--- src/fsq_pkg.sv ---
// fsq_pkg: shared types, constants and fp16 helper functions for the quantiser
// used by fsq_div, fsq_mul and fp16_simulated_quantizer_core
package fsq_pkg;

	localparam logic [15:0] QNAN16 = 16'h7E00;
	localparam logic [14:0] INF15 = 15'h7C00;
	localparam int DIV_QBITS = 13;

	typedef enum logic [1:0] {
		CFG_ABS_MAX = 2'd0,
		CFG_DOWNSCALE = 2'd1,
		CFG_DROP_MASK = 2'd2,
		CFG_ROUNDING_MODE = 2'd3
	} cfg_idx_t;

	typedef struct packed {
		logic [15:0] sample;
		logic [15:0] random_bits;
		logic last_in;
	} in_t;

	typedef struct packed {
		logic [15:0] quantised;
		logic last_out;
	} out_t;

	// fields that ride alongside the arithmetic
	typedef struct packed {
		logic [15:0] random_bits;
		logic last;
	} side_t;

	typedef struct packed {
		logic [10:0] sig;
		logic signed [6:0] expo;
	} norm_t;

	// finite nonzero magnitude to 1.f significand and unbiased exponent
	function automatic norm_t norm16(input logic [14:0] h);
		norm_t r;
		logic [3:0] p;
		p = 4'd0;
		if (h[14:10] != 5'd0) begin
			r.sig = {1'b1, h[9:0]};
			r.expo = $signed({2'b00, h[14:10]}) - 7'sd15;
		end else begin
			for (int i = 0; i < 10; i++) begin
				if (h[i]) begin
					p = 4'(i);
				end
			end
			r.sig = {1'b0, h[9:0]} << (4'd10 - p);
			r.expo = $signed({3'b000, p}) - 7'sd24;
		end
		return r;
	endfunction

	// round sig (leading one at bit 23) times 2^e to fp16, nearest even
	function automatic logic [15:0] pack16(input logic sgn, input logic [23:0] sig,
			input logic signed [7:0] e, input logic sticky);
		logic signed [8:0] biased;
		logic signed [8:0] shamt;
		logic [4:0] field;
		logic [4:0] sh;
		logic [47:0] ext;
		logic [23:0] s;
		logic st;
		logic rnd;
		logic [14:0] bits;
		biased = $signed({e[7], e}) + 9'sd15;
		shamt = 9'sd1 - biased;
		if (biased >= 9'sd1) begin
			field = biased[4:0];
			s = sig;
			st = sticky;
		end else begin
			sh = (shamt > 9'sd25) ? 5'd25 : shamt[4:0];
			ext = {sig, 24'd0} >> sh;
			s = ext[47:24];
			st = sticky | (|ext[23:0]);
			field = 5'd0;
		end
		rnd = s[12] & (st | (|s[11:0]) | s[13]);
		bits = {field, s[22:13]} + {14'd0, rnd};
		if (biased > 9'sd30 || bits >= INF15) begin
			bits = INF15;
		end
		return {sgn, bits};
	endfunction

endpackage

--- src/fsq_div.sv ---
// fsq_div: pipelined fp16 divider, restoring, one quotient bit per stage
// depends on fsq_pkg
module fsq_div (
	input logic clk,
	input logic arst_n,
	input logic en,
	input logic in_valid,
	input logic [15:0] a,
	input logic [14:0] b,
	input fsq_pkg::side_t side_in,
	output logic out_valid,
	output logic [15:0] quot,
	output fsq_pkg::side_t side_out
);
	import fsq_pkg::*;

	logic v_st [0:DIV_QBITS];
	logic spec_st [0:DIV_QBITS];
	logic [15:0] sval_st [0:DIV_QBITS];
	logic sgn_st [0:DIV_QBITS];
	logic signed [7:0] exp_st [0:DIV_QBITS];
	logic [11:0] rem_st [0:DIV_QBITS];
	logic [10:0] mb_st [0:DIV_QBITS];
	logic [12:0] q_st [0:DIV_QBITS];
	side_t side_st [0:DIV_QBITS];

	logic a_nan, b_nan, az, bz, ai, bi, nan_c;
	norm_t na, nb;
	logic [15:0] sval;

	always_comb begin
		a_nan = a[14:0] > INF15;
		b_nan = b > INF15;
		az = a[14:0] == 15'd0;
		bz = b == 15'd0;
		ai = a[14:0] == INF15;
		bi = b == INF15;
		nan_c = a_nan | b_nan | (az & bz) | (ai & bi);
		na = norm16(a[14:0]);
		nb = norm16(b);
		if (nan_c) begin
			sval = QNAN16;
		end else if (ai | bz) begin
			sval = {a[15], INF15};
		end else begin
			sval = {a[15], 15'd0};
		end
	end

	// operand classification and normalisation
	always_ff @(posedge clk or negedge arst_n) begin
		if (!arst_n) begin
			v_st[0] <= 1'b0;
		end else if (en) begin
			v_st[0] <= in_valid;
		end
	end

	always_ff @(posedge clk) begin
		if (en) begin
			spec_st[0] <= nan_c | ai | bz | az | bi;
			sval_st[0] <= sval;
			sgn_st[0] <= a[15];
			exp_st[0] <= $signed({na.expo[6], na.expo}) - $signed({nb.expo[6], nb.expo});
			rem_st[0] <= {1'b0, na.sig};
			mb_st[0] <= nb.sig;
			q_st[0] <= 13'd0;
			side_st[0] <= side_in;
		end
	end

	for (genvar i = 1; i <= DIV_QBITS; i++) begin : g_step
		logic ge;
		logic [11:0] diff;
		assign ge = rem_st[i-1] >= {1'b0, mb_st[i-1]};
		assign diff = ge ? rem_st[i-1] - {1'b0, mb_st[i-1]} : rem_st[i-1];

		always_ff @(posedge clk or negedge arst_n) begin
			if (!arst_n) begin
				v_st[i] <= 1'b0;
			end else if (en) begin
				v_st[i] <= v_st[i-1];
			end
		end

		always_ff @(posedge clk) begin
			if (en) begin
				spec_st[i] <= spec_st[i-1];
				sval_st[i] <= sval_st[i-1];
				sgn_st[i] <= sgn_st[i-1];
				exp_st[i] <= exp_st[i-1];
				rem_st[i] <= {diff[10:0], 1'b0};
				mb_st[i] <= mb_st[i-1];
				q_st[i] <= {q_st[i-1][11:0], ge};
				side_st[i] <= side_st[i-1];
			end
		end
	end

	logic [12:0] qf;
	logic [23:0] sig;
	logic signed [7:0] ef;

	always_comb begin
		qf = q_st[DIV_QBITS];
		if (qf[12]) begin
			sig = {qf, 11'd0};
			ef = exp_st[DIV_QBITS];
		end else begin
			sig = {qf[11:0], 12'd0};
			ef = exp_st[DIV_QBITS] - 8'sd1;
		end
	end

	// rounding and packing
	always_ff @(posedge clk or negedge arst_n) begin
		if (!arst_n) begin
			out_valid <= 1'b0;
		end else if (en) begin
			out_valid <= v_st[DIV_QBITS];
		end
	end

	always_ff @(posedge clk) begin
		if (en) begin
			quot <= spec_st[DIV_QBITS] ? sval_st[DIV_QBITS]
				: pack16(sgn_st[DIV_QBITS], sig, ef, rem_st[DIV_QBITS] != 12'd0);
			side_out <= side_st[DIV_QBITS];
		end
	end

endmodule

--- src/fsq_mul.sv ---
// fsq_mul: three-stage fp16 multiplier, round to nearest even
// depends on fsq_pkg
module fsq_mul (
	input logic clk,
	input logic arst_n,
	input logic en,
	input logic in_valid,
	input logic [15:0] a,
	input logic [14:0] b,
	input logic last_in,
	output logic out_valid,
	output fsq_pkg::out_t out_data
);
	import fsq_pkg::*;

	logic a_nan, b_nan, az, bz, ai, bi, nan_c;
	norm_t na, nb;
	logic [15:0] sval;

	always_comb begin
		a_nan = a[14:0] > INF15;
		b_nan = b > INF15;
		az = a[14:0] == 15'd0;
		bz = b == 15'd0;
		ai = a[14:0] == INF15;
		bi = b == INF15;
		nan_c = a_nan | b_nan | (ai & bz) | (bi & az);
		na = norm16(a[14:0]);
		nb = norm16(b);
		if (nan_c) begin
			sval = QNAN16;
		end else if (ai | bi) begin
			sval = {a[15], INF15};
		end else begin
			sval = {a[15], 15'd0};
		end
	end

	logic v_s1, v_s2;
	logic spec_s1, spec_s2;
	logic [15:0] sval_s1, sval_s2;
	logic sgn_s1, sgn_s2;
	logic signed [7:0] exp_s1, exp_s2;
	logic [10:0] sa_s1, sb_s1;
	logic [21:0] prod_s2;
	logic last_s1, last_s2;

	always_ff @(posedge clk or negedge arst_n) begin
		if (!arst_n) begin
			v_s1 <= 1'b0;
			v_s2 <= 1'b0;
			out_valid <= 1'b0;
		end else if (en) begin
			v_s1 <= in_valid;
			v_s2 <= v_s1;
			out_valid <= v_s2;
		end
	end

	logic [23:0] sig;
	logic signed [7:0] ef;

	always_comb begin
		if (prod_s2[21]) begin
			sig = {prod_s2, 2'd0};
			ef = exp_s2 + 8'sd1;
		end else begin
			sig = {prod_s2[20:0], 3'd0};
			ef = exp_s2;
		end
	end

	always_ff @(posedge clk) begin
		if (en) begin
			spec_s1 <= nan_c | ai | bi | az | bz;
			sval_s1 <= sval;
			sgn_s1 <= a[15];
			exp_s1 <= $signed({na.expo[6], na.expo}) + $signed({nb.expo[6], nb.expo});
			sa_s1 <= na.sig;
			sb_s1 <= nb.sig;
			last_s1 <= last_in;

			spec_s2 <= spec_s1;
			sval_s2 <= sval_s1;
			sgn_s2 <= sgn_s1;
			exp_s2 <= exp_s1;
			prod_s2 <= sa_s1 * sb_s1;
			last_s2 <= last_s1;

			out_data.quantised <= spec_s2 ? sval_s2 : pack16(sgn_s2, sig, ef, 1'b0);
			out_data.last_out <= last_s2;
		end
	end

endmodule

--- src/fp16_simulated_quantizer_core.sv ---
// fp16_simulated_quantizer_core: clamp, fp16 divide, offset and mask, fp16 multiply
// depends on fsq_pkg, fsq_div and fsq_mul
//
// channel   direction  handshake              payload
// in        input      in_valid / in_stall    in_data   (fsq_pkg::in_t)
// out       output     out_valid / out_stall  out_data  (fsq_pkg::out_t)
// cfg       input      cfg_valid / cfg_ready  cfg_index, cfg_data
//
// one transaction enters per cycle unless halted; the stages are clamp, the divider
// (normalise, 13 quotient steps, round/pack), offset/mask, three multiplier stages
// the whole pipeline advances together; it halts only while a result sits
// on the output and out_stall is high, so nothing is lost or repeated
// reset clears all valid bits and loads the default register values
// cfg writes are always taken (cfg_ready is tied high)
module fp16_simulated_quantizer_core (
	input logic clk,
	input logic arst_n,
	input logic in_valid,
	output logic in_stall,
	input fsq_pkg::in_t in_data,
	output logic out_valid,
	input logic out_stall,
	output fsq_pkg::out_t out_data,
	input logic cfg_valid,
	output logic cfg_ready,
	input logic [1:0] cfg_index,
	input logic [15:0] cfg_data
);
	import fsq_pkg::*;

	// configuration registers
	logic [14:0] abs_max_q;
	logic [14:0] downscale_q;
	logic [15:0] drop_mask_q;
	logic rounding_mode_q;

	assign cfg_ready = 1'b1;

	always_ff @(posedge clk or negedge arst_n) begin
		if (!arst_n) begin
			abs_max_q <= 15'h7BFF;
			downscale_q <= 15'h3C00;
			drop_mask_q <= 16'h0000;
			rounding_mode_q <= 1'b0;
		end else if (cfg_valid && cfg_ready) begin
			case (cfg_index)
				CFG_ABS_MAX: abs_max_q <= cfg_data[14:0];
				CFG_DOWNSCALE: downscale_q <= cfg_data[14:0];
				CFG_DROP_MASK: drop_mask_q <= cfg_data;
				CFG_ROUNDING_MODE: rounding_mode_q <= cfg_data[0];
				default: ;
			endcase
		end
	end

	// global advance: hold everything only when the output is full and stalled
	logic en;
	assign en = !(out_valid && out_stall);
	assign in_stall = !en;

	// stage 1: clamp to +/- abs_max, nan sample or nan limit passes untouched
	logic v_s1;
	logic [15:0] x_s1;
	side_t side_s1;
	logic do_clamp;

	assign do_clamp = (in_data.sample[14:0] <= INF15) && (abs_max_q <= INF15)
		&& (in_data.sample[14:0] > abs_max_q);

	always_ff @(posedge clk or negedge arst_n) begin
		if (!arst_n) begin
			v_s1 <= 1'b0;
		end else if (en) begin
			v_s1 <= in_valid;
		end
	end

	always_ff @(posedge clk) begin
		if (en) begin
			x_s1 <= do_clamp ? {in_data.sample[15], abs_max_q} : in_data.sample;
			side_s1.random_bits <= in_data.random_bits;
			side_s1.last <= in_data.last_in;
		end
	end

	// divide by downscale
	logic div_valid;
	logic [15:0] div_q;
	side_t div_side;

	fsq_div u_div (
		.clk(clk),
		.arst_n(arst_n),
		.en(en),
		.in_valid(v_s1),
		.a(x_s1),
		.b(downscale_q),
		.side_in(side_s1),
		.out_valid(div_valid),
		.quot(div_q),
		.side_out(div_side)
	);

	// stage 2: add rounding offset to the raw pattern (wraps), then clear masked bits
	logic v_s2;
	logic [15:0] x_s2;
	logic last_s2;
	logic [15:0] offset;

	assign offset = rounding_mode_q ? (div_side.random_bits & drop_mask_q)
		: {1'b0, drop_mask_q[15:1]};

	always_ff @(posedge clk or negedge arst_n) begin
		if (!arst_n) begin
			v_s2 <= 1'b0;
		end else if (en) begin
			v_s2 <= div_valid;
		end
	end

	always_ff @(posedge clk) begin
		if (en) begin
			x_s2 <= (div_q + offset) & ~drop_mask_q;
			last_s2 <= div_side.last;
		end
	end

	// multiply back by downscale, output register is its last stage
	fsq_mul u_mul (
		.clk(clk),
		.arst_n(arst_n),
		.en(en),
		.in_valid(v_s2),
		.a(x_s2),
		.b(downscale_q),
		.last_in(last_s2),
		.out_valid(out_valid),
		.out_data(out_data)
	);

	// a stalled result stays valid
	a_hold: assert property (@(posedge clk) disable iff (!arst_n)
		out_valid && out_stall |=> out_valid)
		else $error("stalled result dropped");

	// the rounding stage freezes while input is held off
	a_freeze: assert property (@(posedge clk) disable iff (!arst_n)
		in_stall |=> $stable(v_s2) && $stable(x_s2))
		else $error("pipeline moved during stall");

	// the only nan ever produced is the canonical quiet nan
	a_qnan: assert property (@(posedge clk) disable iff (!arst_n)
		out_valid && (out_data.quantised[14:0] > INF15) |-> out_data.quantised == QNAN16)
		else $error("non-canonical nan on output");

endmodule

--- config.mk ---
export PLATFORM = sky130hd
export DESIGN_NAME = fp16_simulated_quantizer_core
export DESIGN_NICKNAME = d
export VERILOG_FILES = /design/src/fsq_pkg.sv /design/src/fsq_div.sv /design/src/fsq_mul.sv /design/src/fp16_simulated_quantizer_core.sv
export SDC_FILE = /design/constraint.sdc
export NUM_CORES = 2
export LEC_CHECK = 0
export ABC_CLOCK_PERIOD_IN_PS = 45600
export BUFFER_PORTS_ARGS = -buffer_cell sky130_fd_sc_hd__clkbuf_2
export CAP_MARGIN = 10
export CELL_PAD_IN_SITES_DETAIL_PLACEMENT = 0
export CELL_PAD_IN_SITES_GLOBAL_PLACEMENT = 1
export CORE_ASPECT_RATIO = 1.75
export CORE_MARGIN = 2
export CORE_UTILIZATION = 36
export CTS_CLUSTER_DIAMETER = 30
export DETAILED_ROUTE_END_ITERATION = 16
export PLACE_DENSITY_LB_ADDON = 0.3
export SETUP_SLACK_MARGIN = 0.2
export SYNTH_ARGS = -nofsm -noshare
export SYNTH_HDL_FRONTEND = slang
export SYNTH_SLANG_ARGS = --single-unit
--- constraint.sdc ---
create_clock -name clk -period 45.6 [get_ports clk]
set_input_delay 2.28 -clock clk [delete_from_list [all_inputs] [get_ports clk]]
set_output_delay 2.28 -clock clk [all_outputs]
set_load 0.05 [all_outputs]
==> flow_summary.ini <==
[outcome]
status = completed

[worst_setup_path]
worstReg2RegEnd = u_div.quot[0]$_SDFFCE_PP0N_
reg2reg_slack_ns = 37.21
critical_path.max_fanout = 27
worst-path-buf-inv = 6
cp_endpoint_kind = flop
timing.critical_path.arrival_ns = 8.83
worstSetupPathType = flop to flop
req_time_crit_path_ns = 46.04
timing.critical_path.from_type = flop
cp_top_family = compound AO/OA/AOI/OAI gates
crit_path_max_incr_delay_ns = 0.71
cell_at_the_slowest_stage_of_the_critical_path = o31ai_1
crit-reg2reg-launch = u_div.q_st[3][25]$_DFFE_PN_
setup.worst_path.start = u_div.q_st[3][25]$_DFFE_PN_
r2r.worst_path.cells = 26

[floorplan]
placeableCoreArea_mm2 = 0.145
fp.dieW_um = 292
die_area_mm2 = 0.149
initial_utilization_pct = 36.1
dieHeight_um = 509
top_level_ports = 76
placementRows = 185

[synthesis]
synth_area_leaders = edfxtp_1, ha_1, fa_1
synth_cell_type_count = 108
synth_flop_cell = edfxtp_1
yosysTopAreaCellShare_pct = 54.6
avgSynthCellArea_um2 = 12.2
synth.cell_area_mm2 = 0.0524
yosys_warnings = 0
synthesis.instances = 4301
postSynth.asyncResetShare_pct = 6.57
syn-num-nets = 4723
synth_largest_area_cell = edfxtp_1
synthMostInstantiatedCell = edfxtp_1
synth_commonest_cells = edfxtp_1, nand2_1, inv_1
post_synthesis_register_bit_count = 1020
yosysSeqAreaShare_pct = 57.9
count_of_flip_flops_with_a_built_in_enable_after_synthesis = 953

[timing]
whs_ns = 0.395
post-route-period-util_pct = 18.4
rsz0062_at_grt = no
timing.final.hold_violations = 0
setup-violations-final = 0
final-max-slew-violation-count = 0
finalClockSkew_ns = 0.0718
fmax_ghz = 0.119
worst-slew-pin-transition_ns = 1.16
maxSlewHeadroom_pct = 22.4
final.min_clock_period_ns = 8.39
totalNegativeSetupSlack_ns = 0

[drt]
detail-route-antenna-nets = 0
routedWlPerCell_um = 17.8
drt_iter0_markers = 1744
via_per_inst = 5.12
detail_route.wirelength_mm = 114
drt_first_pass_iters = 7
route.vias.total = 32800
remaining_drc_errors = 0

[clock_network]
postCtsResizedCells = 0
htreeDepth = 4
numCtsBuffers = 137
cts_hold_repair.buffers = 0
cts.clk_slew.worst_paths_ns = 0.06
clockBufferDepth = 3
cts_setup_buffers = 0
clock_latency_ns = 0.79
tritoncts_clock_tree = yes
cell_chosen_for_the_clock_root = clkbuf_16
clock-sinks = 1020

[finish]
filler_cell_count = 13600
synthToLayoutAreaGrowth_pct = 14.2
drive_above_1_share_pct = 11.6
final_core_util_pct = 41.3
nNetsFinal = 4847

[grt]
grt_first_pass_wirelength_mm = 180
number_of_antenna_violations_at_the_first_check_in_global_routing = 1
globalRouteTotalUtil_pct = 15.5
grt_max_degree = 213
vias_in_the_first_global_route = 34000
grt_remaining_overflow = 0

[run]
timing.max_cap.violations = 0

[worst_hold_path]
min-delay-start = u_div.exp_st[1][3]$_DFFE_PN_
worstHoldEndpoint = u_div.exp_st[2][3]$_DFFE_PN_
holdCritPathClass = flop to flop
hold_path_depth = 0

[placed_design]
numPortBuffers = 73
finalWeightedCongestion = 0.844
post-dp-hpwl_mm = 84.0
cell usage in the layout, fill, tap and decap left out, types with 59 or more instances in the layout:
| cell type | count |
|---|---|
| a21oi_1 | 118 |
| and2_1 | 118 |
| clkbuf_16 | 138 |
| clkbuf_2 | 72 |
| edfxtp_1 | 953 |
| fa_1 | 96 |
| ha_1 | 270 |
| inv_1 | 393 |
| mux2_2 | 90 |
| mux2i_1 | 83 |
| nand2_1 | 405 |
| nand2b_1 | 74 |
| nand3_1 | 98 |
| nor2_1 | 257 |
| nor2b_1 | 59 |
| o21ai_0 | 278 |
| o31ai_1 | 90 |
| xnor2_1 | 71 |
layout make-up:
cell class	instances	area [µm²]	area share, %
sequential	1020	30300	50.7
multi-input combinational	2745	20100	33.5
clock buffer	151	3510	5.87
tap	1870	2340	3.91
inverter	400	1500	2.51
clock inverter	102	1350	2.25
timing repair buffer	121	751	1.25
antenna	1	2.50	0.00418
how the worst max path moves through the flow:
stage	depth (start not counted)	to	slack, ns
3_3_place_gp	25	u_div.quot[0]$_SDFFCE_PP0N_	37.23
6_report	26	u_div.quot[0]$_SDFFCE_PP0N_	37.21
4_1_cts	25	u_div.quot[0]$_SDFFCE_PP0N_	37.11
3_5_place_dp	25	u_div.quot[0]$_SDFFCE_PP0N_	37.17
2_1_floorplan	3	in_stall	6.94
5_1_grt	26	u_div.quot[0]$_SDFFCE_PP0N_	36.42
worst register-to-register path, delay by kind of cell (launching register included):
| kind | cells | cell delay [ns] |
|---|---|---|
| AOI/OAI and AO/OA | 8 | 3.88 |
| xor gates and xnor gates | 2 | 0.41 |
| adders and majority gates | 3 | 0.83 |
| buffers and inverters | 6 | 1.16 |
| DFF | 1 | 0.37 |
| and+or+nand+nor | 7 | 1.47 |
flip-flops by register name, summed over array words and instances (netlist names), 15 cells and up:
signal,cells
abs_max_q,15
downscale_q,15
drop_mask_q,16
side_s1,16
u_div.exp_st,112
u_div.mb_st,133
u_div.q_st,91
u_div.quot,16
u_div.rem_st,154
u_div.side_out,16
u_div.side_st,224
u_div.sval_st,42
u_mul.out_data,17
u_mul.prod_s2,22
x_s1,16
x_s2,16
stage by stage:
stage / area [µm²] / setup slack [ns] / cells
3_3_place_gp: 55000 / 37.23 / 6156
6_report: 59800 / 37.21 / 6410
2_1_floorplan: 52400 / 6.94 / 4301
5_1_grt: 59800 / 36.42 / 6410
4_1_cts: 59800 / 37.11 / 6409
3_5_place_dp: 55000 / 37.17 / 6156
cell families after synthesis:
group	share of synthesized area, %
AO/OA/AOI/OAI	10.8
XOR/XNOR	2.23
adder cells (fa/ha/maj)	10.1
buffers and inverters	3.91
flip-flops	57.9
multiplexers	3.52
other	0.00716
AND/OR/NAND/NOR	11.5
per-layer routing:
layer | vias up | wire length, µm | global-route usage (%) | part of all wire (%)
li1 | 15900 | - | - | -
met1 | 16100 | 41200 | 15.2 | 36
met2 | 562 | 65000 | 31.2 | 57
met3 | 242 | 3310 | 2.20 | 2.9
met4 | 0 | 4870 | 7.35 | 4.3
met5 | - | 0 | 0 | 0
Power is not shown: default switching activity piles up to over one toggle a cycle in this logic, so the estimate is an artifact.
